<file path="src/sv/tfsc_pkg.sv">
// ----------------------------------------------------------------------------
// tfsc_pkg: shared types and constants
// Phase codes, poll/result payloads, configuration and state records.
// ----------------------------------------------------------------------------
package tfsc_pkg;

	// Nodes that may own a bit in the presence bitmap
	localparam int NODE_COUNT = 8;

	localparam int CFG_AW = 4;

	// Register indexes (byte address / 4)
	localparam logic [1:0] REG_OWN_ID   = 2'd0;
	localparam logic [1:0] REG_TRUNK_ID = 2'd1;
	localparam logic [1:0] REG_SLOT_US  = 2'd2;
	localparam logic [1:0] REG_FRAME_US = 2'd3;

	localparam logic [2:0]  OWN_ID_RESET   = 3'd1;
	localparam logic [2:0]  TRUNK_ID_RESET = 3'd4;
	localparam logic [15:0] SLOT_US_RESET  = 16'd660;
	localparam logic [15:0] FRAME_US_RESET = 16'd10000;

	// Motor link status codes (3 reads as busy)
	localparam logic [1:0] MST_WAIT_NEXT = 2'd1;
	localparam logic [1:0] MST_DONE      = 2'd2;

	// Motor link call codes
	localparam logic [1:0] MSTEP_NONE    = 2'd0;
	localparam logic [1:0] MSTEP_NO_TICK = 2'd1;
	localparam logic [1:0] MSTEP_TICK    = 2'd2;

	typedef enum logic [3:0] {
		PH_INIT      = 4'd0,
		PH_SEARCH    = 4'd1,
		PH_SYNCED    = 4'd2,
		PH_RX        = 4'd3,
		PH_TX        = 4'd4,
		PH_RX2       = 4'd5,
		PH_MOTOR     = 4'd6,
		PH_IDLE      = 4'd7,
		PH_LOCKOUT   = 4'd8,
		PH_WAIT_SYNC = 4'd9
	} phase_t;

	typedef struct packed {
		logic       slot_valid;
		logic [2:0] slot_node;
		logic       send_tick;
		logic       sync_tick;
		logic       motor_tick;
		logic [1:0] motor_status;
		logic       passthrough_ready;
	} poll_t;

	typedef struct packed {
		logic [3:0]  phase;
		logic        sync_restart;
		logic [19:0] sync_period_us;
		logic        send_own_slot;
		logic [2:0]  leader_node;
		logic [7:0]  nodes_seen_last;
		logic [7:0]  frame_count;
		logic [7:0]  passthrough_count;
		logic        forward_slot;
		logic        motor_prepare;
		logic [1:0]  motor_step;
	} result_t;

	typedef struct packed {
		logic [2:0]  own_id;
		logic [2:0]  trunk_node_id;
		logic [15:0] slot_time_us;
		logic [15:0] frame_time_us;
	} cfg_t;

	typedef struct packed {
		phase_t     phase;
		logic [2:0] leading_node;
		logic [7:0] nodes_seen;
		logic [7:0] nodes_seen_prev;
		logic       sync_armed;
		logic [7:0] frames;
		logic [7:0] pt_transfers;
		logic       sync_pending;
		logic       send_pending;
		logic       motor_pending;
	} state_t;

	// Presence bit of a node; ids past the node count set nothing
	function automatic logic [7:0] node_bit(input logic [2:0] id);
		node_bit = ({29'd0, id} < 32'(NODE_COUNT)) ? (8'd1 << id) : 8'd0;
	endfunction

endpackage

</file>
<file path="src/sv/tfsc_stream_if.sv">
// ----------------------------------------------------------------------------
// tfsc_stream_if: valid/ready channels
// Poll channel into the controller and result channel out of it.
// ----------------------------------------------------------------------------
interface tfsc_poll_if;
	logic            valid;
	logic            ready;
	tfsc_pkg::poll_t data;

	modport source (output valid, output data, input ready);
	modport sink   (input valid, input data, output ready);
endinterface

interface tfsc_result_if;
	logic              valid;
	logic              ready;
	tfsc_pkg::result_t data;

	modport source (output valid, output data, input ready);
	modport sink   (input valid, input data, output ready);
endinterface

</file>
<file path="src/sv/tfsc_cfg_regs.sv">
// ----------------------------------------------------------------------------
// tfsc_cfg_regs: APB configuration registers
// Own id, trunk id, slot and frame durations; zero wait states.
// ----------------------------------------------------------------------------
module tfsc_cfg_regs (
	input  logic                        clk,
	input  logic                        arst_n,
	input  logic                        psel,
	input  logic                        penable,
	input  logic                        pwrite,
	input  logic [tfsc_pkg::CFG_AW-1:0] paddr,
	input  logic [31:0]                 pwdata,
	output logic [31:0]                 prdata,
	output logic                        pready,
	output tfsc_pkg::cfg_t              cfg
);

	logic [2:0]  own_id_q;
	logic [2:0]  trunk_id_q;
	logic [15:0] slot_us_q;
	logic [15:0] frame_us_q;
	logic [1:0]  idx;
	logic        wr;

	assign idx    = paddr[3:2];
	assign pready = 1'b1;
	assign wr     = psel & penable & pwrite;

	always_ff @(posedge clk or negedge arst_n) begin
		if (!arst_n) begin
			own_id_q   <= tfsc_pkg::OWN_ID_RESET;
			trunk_id_q <= tfsc_pkg::TRUNK_ID_RESET;
			slot_us_q  <= tfsc_pkg::SLOT_US_RESET;
			frame_us_q <= tfsc_pkg::FRAME_US_RESET;
		end else if (wr) begin
			unique case (idx)
				tfsc_pkg::REG_OWN_ID:   own_id_q   <= pwdata[2:0];
				tfsc_pkg::REG_TRUNK_ID: trunk_id_q <= pwdata[2:0];
				tfsc_pkg::REG_SLOT_US:  slot_us_q  <= pwdata[15:0];
				tfsc_pkg::REG_FRAME_US: frame_us_q <= pwdata[15:0];
				default: ;
			endcase
		end
	end

	always_comb begin
		unique case (idx)
			tfsc_pkg::REG_OWN_ID:   prdata = {29'd0, own_id_q};
			tfsc_pkg::REG_TRUNK_ID: prdata = {29'd0, trunk_id_q};
			tfsc_pkg::REG_SLOT_US:  prdata = {16'd0, slot_us_q};
			tfsc_pkg::REG_FRAME_US: prdata = {16'd0, frame_us_q};
			default:                prdata = 32'd0;
		endcase
	end

	assign cfg.own_id        = own_id_q;
	assign cfg.trunk_node_id = trunk_id_q;
	assign cfg.slot_time_us  = slot_us_q;
	assign cfg.frame_time_us = frame_us_q;

endmodule

</file>
<file path="src/sv/tfsc_step.sv">
// ----------------------------------------------------------------------------
// tfsc_step: phase logic for one poll
// Next controller state and the result record, from state, poll and config.
// ----------------------------------------------------------------------------
module tfsc_step (
	input  tfsc_pkg::cfg_t    cfg,
	input  tfsc_pkg::state_t  st,
	input  tfsc_pkg::poll_t   item,
	output tfsc_pkg::state_t  st_nx,
	output tfsc_pkg::result_t res
);

	logic        trunk;
	logic        use_slot_id;
	logic        use_tenfold;
	logic [2:0]  per_id;
	logic [18:0] offset;
	logic [15:0] per_short;
	logic [19:0] tenfold;
	logic [19:0] period;
	logic        restart;
	logic        send;
	logic        fwd;
	logic        mprep;
	logic [1:0]  mstep;
	logic [2:0]  lead_min;

	assign trunk = (cfg.own_id == cfg.trunk_node_id);

	// One shared id*slot product feeds the slot period requests; init uses ten frames
	assign per_id    = use_slot_id ? item.slot_node : cfg.own_id;
	assign offset    = {16'd0, per_id} * {3'd0, cfg.slot_time_us};
	assign per_short = (offset >= {3'd0, cfg.frame_time_us}) ? 16'd0
		: (cfg.frame_time_us - offset[15:0]);
	assign tenfold   = {1'b0, cfg.frame_time_us, 3'd0} + {3'd0, cfg.frame_time_us, 1'b0};
	assign period    = use_tenfold ? tenfold : {4'd0, per_short};

	assign lead_min  = (item.slot_node < st.leading_node) ? item.slot_node : st.leading_node;

	always_comb begin
		st_nx = st;
		st_nx.sync_pending  = st.sync_pending  | item.sync_tick;
		st_nx.send_pending  = st.send_pending  | item.send_tick;
		st_nx.motor_pending = st.motor_pending | item.motor_tick;
		restart     = 1'b0;
		use_slot_id = 1'b0;
		use_tenfold = 1'b0;
		send        = 1'b0;
		fwd         = 1'b0;
		mprep       = 1'b0;
		mstep       = tfsc_pkg::MSTEP_NONE;

		unique case (st.phase)
			tfsc_pkg::PH_INIT: begin
				st_nx.phase        = tfsc_pkg::PH_SEARCH;
				restart            = 1'b1;
				use_tenfold        = 1'b1;
				st_nx.leading_node = cfg.own_id;
			end
			tfsc_pkg::PH_SEARCH: begin
				if (item.slot_valid) begin
					restart            = 1'b1;
					use_slot_id        = 1'b1;
					st_nx.leading_node = item.slot_node;
					// sync already latched: skip the wait
					if (st_nx.sync_pending) begin
						st_nx.sync_pending = 1'b0;
						st_nx.phase        = tfsc_pkg::PH_SYNCED;
					end else begin
						st_nx.phase = tfsc_pkg::PH_WAIT_SYNC;
					end
				end else if (st_nx.sync_pending) begin
					st_nx.sync_pending = 1'b0;
					restart            = 1'b1;
					st_nx.phase        = tfsc_pkg::PH_SYNCED;
				end
			end
			tfsc_pkg::PH_WAIT_SYNC: begin
				if (st_nx.sync_pending) begin
					st_nx.sync_pending = 1'b0;
					st_nx.phase        = tfsc_pkg::PH_SYNCED;
				end
			end
			tfsc_pkg::PH_SYNCED: begin
				st_nx.frames          = st.frames + 8'd1;
				st_nx.phase           = tfsc_pkg::PH_RX;
				st_nx.leading_node    = cfg.own_id;
				st_nx.nodes_seen_prev = st.nodes_seen;
				st_nx.nodes_seen      = tfsc_pkg::node_bit(cfg.own_id);
				st_nx.sync_armed      = 1'b0;
			end
			tfsc_pkg::PH_RX: begin
				if (item.slot_valid) begin
					st_nx.nodes_seen   = st.nodes_seen | tfsc_pkg::node_bit(item.slot_node);
					st_nx.leading_node = lead_min;
					if (lead_min != cfg.own_id && !st.sync_armed
							&& item.slot_node == lead_min) begin
						restart          = 1'b1;
						use_slot_id      = 1'b1;
						st_nx.sync_armed = 1'b1;
					end
					if (item.slot_node == cfg.own_id) st_nx.phase = tfsc_pkg::PH_LOCKOUT;
					fwd = trunk;
				end
				// own slot due wins over a duplicate id
				if (st_nx.send_pending) begin
					st_nx.send_pending = 1'b0;
					st_nx.phase        = tfsc_pkg::PH_TX;
				end
			end
			tfsc_pkg::PH_TX: begin
				send = 1'b1;
				if (st.leading_node == cfg.own_id) begin
					restart          = 1'b1;
					st_nx.sync_armed = 1'b1;
				end
				fwd         = trunk;
				st_nx.phase = tfsc_pkg::PH_RX2;
			end
			tfsc_pkg::PH_RX2: begin
				if (!st.sync_armed) st_nx.phase = tfsc_pkg::PH_INIT;
				if (item.slot_valid) begin
					st_nx.nodes_seen = st.nodes_seen | tfsc_pkg::node_bit(item.slot_node);
					fwd              = trunk;
				end
				if (trunk && item.passthrough_ready) st_nx.pt_transfers = st.pt_transfers + 8'd1;
				if (st_nx.motor_pending) begin
					st_nx.phase         = tfsc_pkg::PH_MOTOR;
					st_nx.motor_pending = 1'b0;
					mprep               = 1'b1;
				end
			end
			tfsc_pkg::PH_MOTOR: begin
				mstep = st_nx.motor_pending ? tfsc_pkg::MSTEP_TICK : tfsc_pkg::MSTEP_NO_TICK;
				if (item.motor_status == tfsc_pkg::MST_DONE) begin
					st_nx.phase         = tfsc_pkg::PH_IDLE;
					st_nx.motor_pending = 1'b0;
				end else if (item.motor_status == tfsc_pkg::MST_WAIT_NEXT) begin
					st_nx.motor_pending = 1'b0;
				end
			end
			tfsc_pkg::PH_IDLE: begin
				if (st_nx.sync_pending) begin
					st_nx.phase        = tfsc_pkg::PH_SYNCED;
					st_nx.sync_pending = 1'b0;
				end
			end
			default: st_nx.phase = tfsc_pkg::PH_LOCKOUT;
		endcase
	end

	always_comb begin
		res.phase             = st_nx.phase;
		res.sync_restart      = restart;
		res.sync_period_us    = restart ? period : 20'd0;
		res.send_own_slot     = send;
		res.leader_node       = st_nx.leading_node;
		res.nodes_seen_last   = st_nx.nodes_seen_prev;
		res.frame_count       = st_nx.frames;
		res.passthrough_count = st_nx.pt_transfers;
		res.forward_slot      = fwd;
		res.motor_prepare     = mprep;
		res.motor_step        = mstep;
	end

endmodule

</file>
<file path="src/sv/tdma_frame_sync_controller.sv">
// ----------------------------------------------------------------------------
// tdma_frame_sync_controller: slotted-bus frame sync controller
// Phase sequencer, leader tracking and presence bitmap for one bus node.
// ----------------------------------------------------------------------------
// Usage:
//  - poll (sink): one request per bus poll, valid/ready; carries latched timer
//    ticks, received slot id, motor link status and pass-through flag.
//  - result (source): one result per poll, in order; phase, sync timer
//    restart request with period, own-slot send request, forwarding, motor calls.
//  - APB port: own id, trunk id, slot and frame time at byte offsets 0/4/8/12;
//    zero wait states. Write only while no poll is in flight.
// Path: a poll is registered in the input register at acceptance, the step
//   logic works on it there, and its result is loaded into the output register
//   when that register is free or being taken, together with the new state.
//   Throughput: one poll per clock while result.ready stays high; the single
//   id*slot multiply and the phase decision sit between the two registers.
// Reset: phase init, leader = own id reset value, bitmaps, counters and
//   pending ticks cleared; registers take their defaults.
// Stall: while result.ready is low the result holds, one more poll waits in
//   the input register and poll.ready drops until the result is taken.
// ----------------------------------------------------------------------------
module tdma_frame_sync_controller (
	input  logic                        clk,
	input  logic                        arst_n,
	input  logic                        psel,
	input  logic                        penable,
	input  logic                        pwrite,
	input  logic [tfsc_pkg::CFG_AW-1:0] paddr,
	input  logic [31:0]                 pwdata,
	output logic [31:0]                 prdata,
	output logic                        pready,
	tfsc_poll_if.sink                   poll,
	tfsc_result_if.source               result
);

	tfsc_pkg::cfg_t    cfg;
	tfsc_pkg::state_t  state_q;
	tfsc_pkg::state_t  state_nx;
	tfsc_pkg::poll_t   poll_s1;
	tfsc_pkg::result_t res_nx;
	tfsc_pkg::result_t res_s2;
	logic              valid_s1;
	logic              valid_s2;
	logic              advance;
	logic              accept;

	tfsc_cfg_regs u_cfg (
		.clk     (clk),
		.arst_n  (arst_n),
		.psel    (psel),
		.penable (penable),
		.pwrite  (pwrite),
		.paddr   (paddr),
		.pwdata  (pwdata),
		.prdata  (prdata),
		.pready  (pready),
		.cfg     (cfg)
	);

	tfsc_step u_step (
		.cfg   (cfg),
		.st    (state_q),
		.item  (poll_s1),
		.st_nx (state_nx),
		.res   (res_nx)
	);

	// Poll in stage 1 moves on when the result register is free or drains now
	assign advance    = valid_s1 & (~valid_s2 | result.ready);
	assign poll.ready = ~valid_s1 | advance;
	assign accept     = poll.valid & poll.ready;

	always_ff @(posedge clk or negedge arst_n) begin
		if (!arst_n) begin
			valid_s1 <= 1'b0;
		end else if (accept) begin
			valid_s1 <= 1'b1;
		end else if (advance) begin
			valid_s1 <= 1'b0;
		end
	end

	always_ff @(posedge clk) begin
		if (accept) begin
			poll_s1 <= poll.data;
		end
	end

	// Controller state commits together with the result
	always_ff @(posedge clk or negedge arst_n) begin
		if (!arst_n) begin
			state_q.phase           <= tfsc_pkg::PH_INIT;
			state_q.leading_node    <= tfsc_pkg::OWN_ID_RESET;
			state_q.nodes_seen      <= 8'd0;
			state_q.nodes_seen_prev <= 8'd0;
			state_q.sync_armed      <= 1'b0;
			state_q.frames          <= 8'd0;
			state_q.pt_transfers    <= 8'd0;
			state_q.sync_pending    <= 1'b0;
			state_q.send_pending    <= 1'b0;
			state_q.motor_pending   <= 1'b0;
			valid_s2                <= 1'b0;
		end else if (advance) begin
			state_q  <= state_nx;
			valid_s2 <= 1'b1;
		end else if (result.ready) begin
			valid_s2 <= 1'b0;
		end
	end

	always_ff @(posedge clk) begin
		if (advance) begin
			res_s2 <= res_nx;
		end
	end

	assign result.valid = valid_s2;
	assign result.data  = res_s2;

	// Period field only carries a value with a restart request
	a_period_zero: assert property (@(posedge clk) disable iff (!arst_n)
		valid_s2 && !res_s2.sync_restart |-> res_s2.sync_period_us == 20'd0)
		else $error("sync period set without restart");

	// Own slot is sent only on the transmit step, which always enters receive 2
	a_send_phase: assert property (@(posedge clk) disable iff (!arst_n)
		valid_s2 && res_s2.send_own_slot |-> res_s2.phase == tfsc_pkg::PH_RX2)
		else $error("send request outside transmit step");

	a_mprep_phase: assert property (@(posedge clk) disable iff (!arst_n)
		valid_s2 && res_s2.motor_prepare |-> res_s2.phase == tfsc_pkg::PH_MOTOR)
		else $error("motor prepare without motor write phase");

	// Empty result register never blocks the poll channel
	a_ready_free: assert property (@(posedge clk) disable iff (!arst_n)
		!valid_s2 |-> poll.ready)
		else $error("poll stalled with free result register");

	// Frame counter steps by one, only when entering receive
	a_frame_step: assert property (@(posedge clk) disable iff (!arst_n)
		advance && state_nx.frames != state_q.frames
			|-> state_nx.frames == state_q.frames + 8'd1 && state_nx.phase == tfsc_pkg::PH_RX)
		else $error("frame counter jumped");

endmodule
</file>
<file path="src/flat_wrapper.sv">
// flat-port wrapper written by rule: the top's interface ports become plain ports
module tdma_frame_sync_controller_flat 
  (clk, arst_n, psel, penable, pwrite, paddr, pwdata, prdata, pready, poll_valid, poll_data, poll_ready, result_valid, result_data, result_ready);
  tfsc_poll_if poll_i ();
  tfsc_result_if result_i ();
  input  logic clk;
  input  logic arst_n;
  input  logic psel;
  input  logic penable;
  input  logic pwrite;
  input  logic [tfsc_pkg::CFG_AW-1:0] paddr;
  input  logic [31:0] pwdata;
  output logic [31:0] prdata;
  output logic pready;
  input wire logic [$bits(poll_i.valid)-1:0] poll_valid;
  input wire logic [$bits(poll_i.data)-1:0] poll_data;
  output wire logic [$bits(poll_i.ready)-1:0] poll_ready;
  output wire logic [$bits(result_i.valid)-1:0] result_valid;
  output wire logic [$bits(result_i.data)-1:0] result_data;
  input wire logic [$bits(result_i.ready)-1:0] result_ready;
  assign poll_i.valid = poll_valid;
  assign poll_i.data = poll_data;
  assign poll_ready = poll_i.ready;
  assign result_valid = result_i.valid;
  assign result_data = result_i.data;
  assign result_i.ready = result_ready;
  tdma_frame_sync_controller u_core (.clk(clk), .arst_n(arst_n), .psel(psel), .penable(penable), .pwrite(pwrite), .paddr(paddr), .pwdata(pwdata), .prdata(prdata), .pready(pready), .poll(poll_i), .result(result_i));
endmodule
</file>
<file path="config.mk">
export PLATFORM = sky130hd
export DESIGN_NAME = tdma_frame_sync_controller_flat
export DESIGN_NICKNAME = d
export VERILOG_FILES = /design/src/sv/tfsc_pkg.sv /design/src/sv/tfsc_stream_if.sv /design/src/sv/tfsc_cfg_regs.sv /design/src/sv/tfsc_step.sv /design/src/sv/tdma_frame_sync_controller.sv /design/src/flat_wrapper.sv
export SDC_FILE = /design/constraint.sdc
export NUM_CORES = 1
export LEC_CHECK = 0
export ABC_AREA = 1
export BUFFER_PORTS_ARGS = -buffer_cell sky130_fd_sc_hd__buf_2
export CAP_MARGIN = 10
export CORE_MARGIN = 2
export CORE_UTILIZATION = 63
export DETAILED_ROUTE_END_ITERATION = 12
export GPL_ROUTABILITY_DRIVEN = 1
export PLACE_DENSITY = 0.84
export SKIP_LAST_GASP = 1
export SLEW_MARGIN = 20
export SYNTH_ARGS = -nofsm -noshare
export SYNTH_HDL_FRONTEND = slang
export SYNTH_SLANG_ARGS = --single-unit
</file>
<file path="constraint.sdc">
create_clock -name clk -period 11.7 [get_ports clk]
set_clock_uncertainty 0.2 [all_clocks]
set_input_delay 1.755 -clock clk [delete_from_list [all_inputs] [get_ports clk]]
set_output_delay 1.755 -clock clk [all_outputs]
set_load 0.05 [all_outputs]
</file>
After elaboration in Yosys (flattened, before gate mapping)
Index checks and enable logic that the tools add are counted.

Bits in registers: 150. Word-level logic and storage cells: 149. Output and inout port bits: 92. Bits of input ports: 53.

Multiplexer cells: 50. $lt $le $gt $ge: 2. Equality and inequality tests: 22. Bitwise logic cells: 12. Reductions and logical operators: 21. Add/subtract/negate cells: 4. Multipliers: 1. Shifts and indexed selects: 2.

Operator list (count): 32-bit case mux with 4 select lines (1); 8-bit two-way mux (5); 16-bit two-way mux (2); 4-bit two-way mux (8); 4-bit case mux with 8 select lines (1); 8-bit case mux with 3 select lines (1); 1-bit two-way mux (21); 19-bit by 17-bit adder with 20-bit output (1); 19-bit by 16-bit >= comparator with 1-bit output (1); 3-bit by 16-bit multiplier with 19-bit output (1); 8-bit by 1-bit adder with 8-bit output (second input constant) (2); 4-bit by 3-bit equality test with 1-bit output (second input constant) (4); 1-bit by 3-bit left shift with 8-bit output (first input constant) (2); 16-bit subtractor (1); 15-bit two-way mux (1); 3-bit equality test (4); 2-bit AND reduction (5); 3-bit two-way mux (3); 3-bit case mux with 3 select lines (1); 4-bit by 2-bit equality test with 1-bit output (second input constant) (2); 8-bit bitwise OR (1); 2-bit equality test (second input constant) (3); 1-bit case mux with 2 select lines (3); 3-bit nonzero test (2); other kinds (22) (38).

Longest topological paths before layout
Depth in word-level cells: 13. Depth in mapped cells: 40. Gate-level depth less buffers: 38.

Modules after synthesis
Synthesis repeated with hierarchy kept, for this count alone.

Cells, all modules: 1393. Area total of the unflattened synthesis: 10976.8 um^2.

Modules (own cells, without submodules): tfsc_step (area an instance 5089.9 um^2, cells each 875, times used 1, sequential area each 0.0 um^2); tdma_frame_sync_controller (area an instance 3833.7 um^2, cells each 263, times used 1, sequential area each 3139.3 um^2); tfsc_cfg_regs (area an instance 2053.2 um^2, cells each 255, times used 1, sequential area each 964.7 um^2).

Worst setup path after synthesis
No wires, ideal clock.

Kind: register to register. Start: reg u_core.poll_s1[8] (netlist bit). End: reg u_core.res_s2 (netlist bit u_core.result.data[42]) (data pin). Arrival: 5.072 ns. Setup time: 0.256 ns. Stages on the path, launching flop included: 39. Slack: 6.172 ns. Buffers on the path: 2. Data required time: 11.244 ns. Cell sequence: edfxtp_1 -> ha_1 -> a21oi_1 -> nor2_1 -> nor3_1 -> nand2_1 -> nor2_2 -> nand3b_4 -> o21ai_4 -> inv_4 -> nand2_4 -> buf_6 -> nand3_1 -> fa_1 -> inv_1 -> ha_1 -> inv_1 -> fa_1 -> [3 not listed] -> inv_1 -> o21ai_0 -> xor2_1 -> ha_1 -> nand2_1 -> inv_1 -> nand2_1 -> nor2_1 -> nand2_1 -> nand3_1 -> nand2_1 -> nand2_1 -> nand2_1 -> nand3b_1 -> nor2_4 -> buf_6 -> nand3_1 -> nand2_1.

Longest elaborated chain between the ends: 13.

Ends and longest elaborated chain: start: declaration (line tdma_frame_sync_controller.sv:39) `tfsc_pkg::poll_t poll_s1;`; start signal: assignment (line tdma_frame_sync_controller.sv:85) `poll_s1 <= poll.data;`; 3-bit less-than comparator (line tfsc_step.sv:38) `assign lead_min = (item.slot_node < st.leading_node) ? item.slot_node : st.leading_node;`; 3-bit two-way mux (line tfsc_step.sv:38); 3-bit inequality test (line tfsc_step.sv:96) `if (lead_min != cfg.own_id && !st.sync_armed`; 1-bit logical AND (line tfsc_step.sv:96); 1-bit logical AND (line tfsc_step.sv:97) `&& item.slot_node == lead_min) begin`; 1-bit two-way mux (line tfsc_step.sv:96); 1-bit two-way mux (line tfsc_step.sv:93) `if (item.slot_valid) begin`; 1-bit case mux with 2 select lines (line tfsc_step.sv:53) `unique case (st.phase)`; 3-bit two-way mux (line tfsc_step.sv:31) `assign per_id = use_slot_id ? item.slot_node : cfg.own_id;`; 3-bit by 16-bit multiplier with 19-bit output (line tfsc_step.sv:32) `assign offset = {16'd0, per_id} * {3'd0, cfg.slot_time_us};`; 16-bit subtractor / 19-bit by 16-bit >= comparator with 1-bit output (equally long branches) (line tfsc_step.sv:34, tfsc_step.sv:33); 16-bit two-way mux (line tfsc_step.sv:33) `assign per_short = (offset >= {3'd0, cfg.frame_time_us}) ? 16'd0`; 16-bit two-way mux (line tfsc_step.sv:36) `assign period = use_tenfold ? tenfold : {4'd0, per_short};`; end signal: assignment (line tdma_frame_sync_controller.sv:113) `res_s2 <= res_nx;`; end: declaration (line tdma_frame_sync_controller.sv:41) `tfsc_pkg::result_t res_s2;`.

Several ways; a longest one is shown, not always the timed one. A chain may end at the register's enable or synchronous reset.

Final worst setup path
Start: reg u_core.poll_s1[8] (netlist bit). End: reg u_core.res_s2 (netlist bit u_core.result.data[47]) (data pin).

Same word-level chain as after synthesis.

==> flow_summary.json <==
{
  "min_period_over_period_pct": 56.60,
  "drive_gt1_share_pct": 14.75,
  "die_h_um": 132.9,
  "drv_slew": 0,
  "drtIter0Drc": 929,
  "worstPathArrival_ns": 6.70,
  "die_w_um": 132.9,
  "area_delta_synth_final_pct": 10.98,
  "start_kind": "flip-flop",
  "clock_sinks": 150,
  "finalCriticalPeriod_ns": 6.623,
  "rsz0062_at_grt": "no",
  "grt_max_degree": 59,
  "cts_made_buffers": 17,
  "cp_top_family": "simple AND/OR/NAND/NOR gates",
  "crit_top_cell": "nand2_1",
  "ys_seq_area_share_pct": 39.19,
  "synthArstFlopShare_pct": 55.33,
  "via_per_inst": 5.626,
  "pin_count": 145,
  "power.leakage_nw": 5.913,
  "cp.buffers_inverters": 6,
  "tritoncts": "yes",
  "seqCellArea_um2": 4104,
  "grt_antenna_before_repair": 0,
  "dp_hpwl_um": 19370,
  "cts_setup_buffers": 0,
  "fin_ws_ns": 5.077,
  "max_freq_mhz": 151.0,
  "start_util_pct": 63.83,
  "cts_root_buffer": "clkbuf_16",
  "reg2reg_slack_ns": 5.08,
  "fin_tns_setup_ns": 0,
  "multi_input_area_um2": 5379,
  "grt_first_pass_wirelength_um": 42850,
  "worst-setup-path-type": "reg -> reg",
  "htreeDepth": 4,
  "place_congestion": 0.9615,
  "max_slew_margin_pct": 38.29,
  "cts_resized": 0,
  "syn_area_per_cell_um2": 8.000,
  "fin_nets": 1543,
  "yosys.area.top_type": "edfxtp_1",
  "synth_ff_type": "dfrtp_1",
  "post-place-ws_ns": 5.290,
  "dr.max_layer_used": "met4",
  "critPathMaxStageDelay_ns": 0.56,
  "wire_per_inst_um": 16.02,
  "wl_met3_um": 2073,
  "power.density_nw_per_um2": 280.4,
  "hold_buffers": 0,
  "worstMarginPinSlew_ns": 0.9234,
  "slowest_stage": "edfxtp_1",
  "ys_types": 53,
  "endpoint_kind": "flip-flop",
  "io_buffers": 109,
  "synth_seq_cells": 150,
  "hold_path.class": "reg -> reg",
  "n_fill_cell": 1294,
  "dieArea_um2": 17670,
  "vias": 9210,
  "drt-total-wl_um": 26220,
  "yosys_warnings": 0,
  "hold_viol": 0,
  "drt-met1-wl_um": 11870,
  "synth_top_cells_by_area": "edfxtp_1 (19%), dfrtp_1 (17%), nand2_1 (11%), ha_1 (8.2%), inv_1 (6.3%)",
  "cp.required_ns": 11.78,
  "synth_top_area_share_pct": 19.21,
  "drc": 0,
  "first_global_vias": 8639,
  "insertion_delay_ns": 0.43,
  "overflow": 0,
  "grt_usage_pct": 30.43,
  "synth_area_um2": 10470,
  "rows": 47,
  "ir_drop_uv": 137.9,
  "outcome": "finished clean",
  "clk_pin_slew_ns": 0.06,
  "clk_path_buf_depth": 2,
  "max-cap-violations": 0,
  "met2_length_um": 11680,
  "setup_viol_count_final": 0,
  "dr.pass1.iters": 6,
  "synth_edf_count": 67,
  "synthCells": 1309,
  "worstPathMaxFanout": 14,
  "ant_nets": 0,
  "insertedDiodeCount": 0,
  "coreArea_um2": 16410
}
==> Yosys cell counts (2+ instances only) <==
cell       count
nand2_1      318
inv_1        177
nand3_1       99
o21ai_0       99
dfrtp_1       71
nor2_1        70
ha_1          69
edfxtp_1      67
a21oi_1       52
xor2_1        27
nor3_1        22
buf_4         20
inv_2         19
fa_1          17
xnor2_1       16
clkbuf_1      15
nand4_1       15
o21ai_1       13
dfstp_2       12
a31oi_1       11
buf_2          8
nand2_4        7
nand3b_1       7
nor2_2         6
o2111ai_1      6
o22ai_1        6
a21o_1         5
o211ai_1       5
buf_6          4
nand2_2        4
o21bai_1       4
a22oi_1        3
and3_1         3
buf_1          3
nor2_4         3
a21boi_0       2
a21boi_1       2
a31o_2         2
conb_1         2
inv_4          2
nand3_2        2
o21ai_2        2
or2_2          2
==> sequential cells by signal (all words and copies together), names as in the netlist <==
name / cells
u_core.u_cfg.frame_us_q: 16
u_core.state_q: 43
u_core.u_cfg.trunk_id_q: 3
u_core.result.valid: 1
u_core.poll_s1: 10
u_core.result.data: 57
u_core.u_cfg.own_id_q: 3
u_core.valid_s1: 1
u_core.u_cfg.slot_us_q: 16
==> worst register-to-register path: cells and delay by family (launching register included) <==
family	cells	cell delay, ns
compound gates	4	0.86
xor+xnor	1	0.33
fa+ha+maj	5	1.83
buf+inv	6	0.45
flops	1	0.56
simple gates	18	2.22
==> kinds of logic (layout without fill, tap and decap cells) <==
group | Yosys count | in the layout | synth area share [%]
AO/OA/AOI/OAI | 218 | 218 | 11.80
XOR/XNOR | 43 | 43 | 3.596
adder cells (fa/ha/maj) | 86 | 86 | 11.49
buffers and inverters | 248 | 341 | 10.04
flip-flops | 150 | 150 | 39.19
other | 2 | 17 | 0.07171
AND/OR/NAND/NOR | 562 | 562 | 23.81
==> path summary, 6_finish.rpt <==
check                              startpoint                         end  cells after the start
min                        u_core.state_q[22]          u_core.state_q[22]                      2
min in group asynchronous              arst_n          u_core.state_q[10]                      1
min reg2reg                u_core.state_q[22]          u_core.state_q[22]                      2
max                         u_core.poll_s1[8]      u_core.result.data[47]                     34
max reg2reg                 u_core.poll_s1[8]      u_core.result.data[47]                     34
max in group asynchronous              arst_n  u_core.u_cfg.trunk_id_q[1]                      2
==> metrics by stage <==
step / cells / hold WS [ns] / utilization (%) / power, W / area [um^2]
2_1_floorplan: 1324 / 0.2493 / - / 0.002306 / 10530
3_3_place_gp: 1605 / 0.2608 / 67.44 / 0.002657 / 11070
3_5_place_dp: 1605 / 0.2673 / 67.44 / 0.002699 / 11070
4_1_cts: 1637 / 0.2857 / 70.81 / 0.003232 / 11620
5_1_grt: 1637 / 0.3118 / 70.84 / 0.003512 / 11620
6_report: 1637 / 0.2879 / 70.84 / 0.003259 / 11620
==> layout make-up <==
type	instances	share of cell area (%)
Timing Repair Buffer	111	4.844
Tap cell	220	2.368
Multi-Input combinational cell	926	46.28
Inverter	198	6.448
Clock inverter	12	0.9043
Clock buffer	20	3.843
Sequential cell	150	35.31
==> metal layers <==
| metal | up-vias | GRT usage, % |
|---|---|---|
| li1 | 4459 | - |
| met1 | 4303 | 43.20 |
| met2 | 397 | 46.92 |
| met3 | 51 | 6.667 |
| met4 | 0 | 9.618 |
| met5 | - | 0 |
==> placed cells by master (no fill, tap or decap), types with 6 or more instances in the layout <==
master       n
nand2_1    318
inv_1      176
buf_2      108
o21ai_0     99
nand3_1     98
dfrtp_1     71
nor2_1      70
ha_1        69
edfxtp_1    67
a21oi_1     52
xor2_1      27
nor3_1      22
inv_2       19
fa_1        17
conb_1      17
clkbuf_16   17
xnor2_1     16
nand4_1     15
o21ai_1     13
dfstp_2     12
a31oi_1     11
inv_6        8
nand2_4      7
nand3b_1     7
nor2_2       6
o2111ai_1    6
o22ai_1      6
==> where the power goes <==
part | internal (W) | switching, W
Sequential | 0.000765 | 0.000123
Combinational | 0.000550 | 0.00130
Clock | 0.000284 | 0.000236
(Power assumes the default switching activity.)
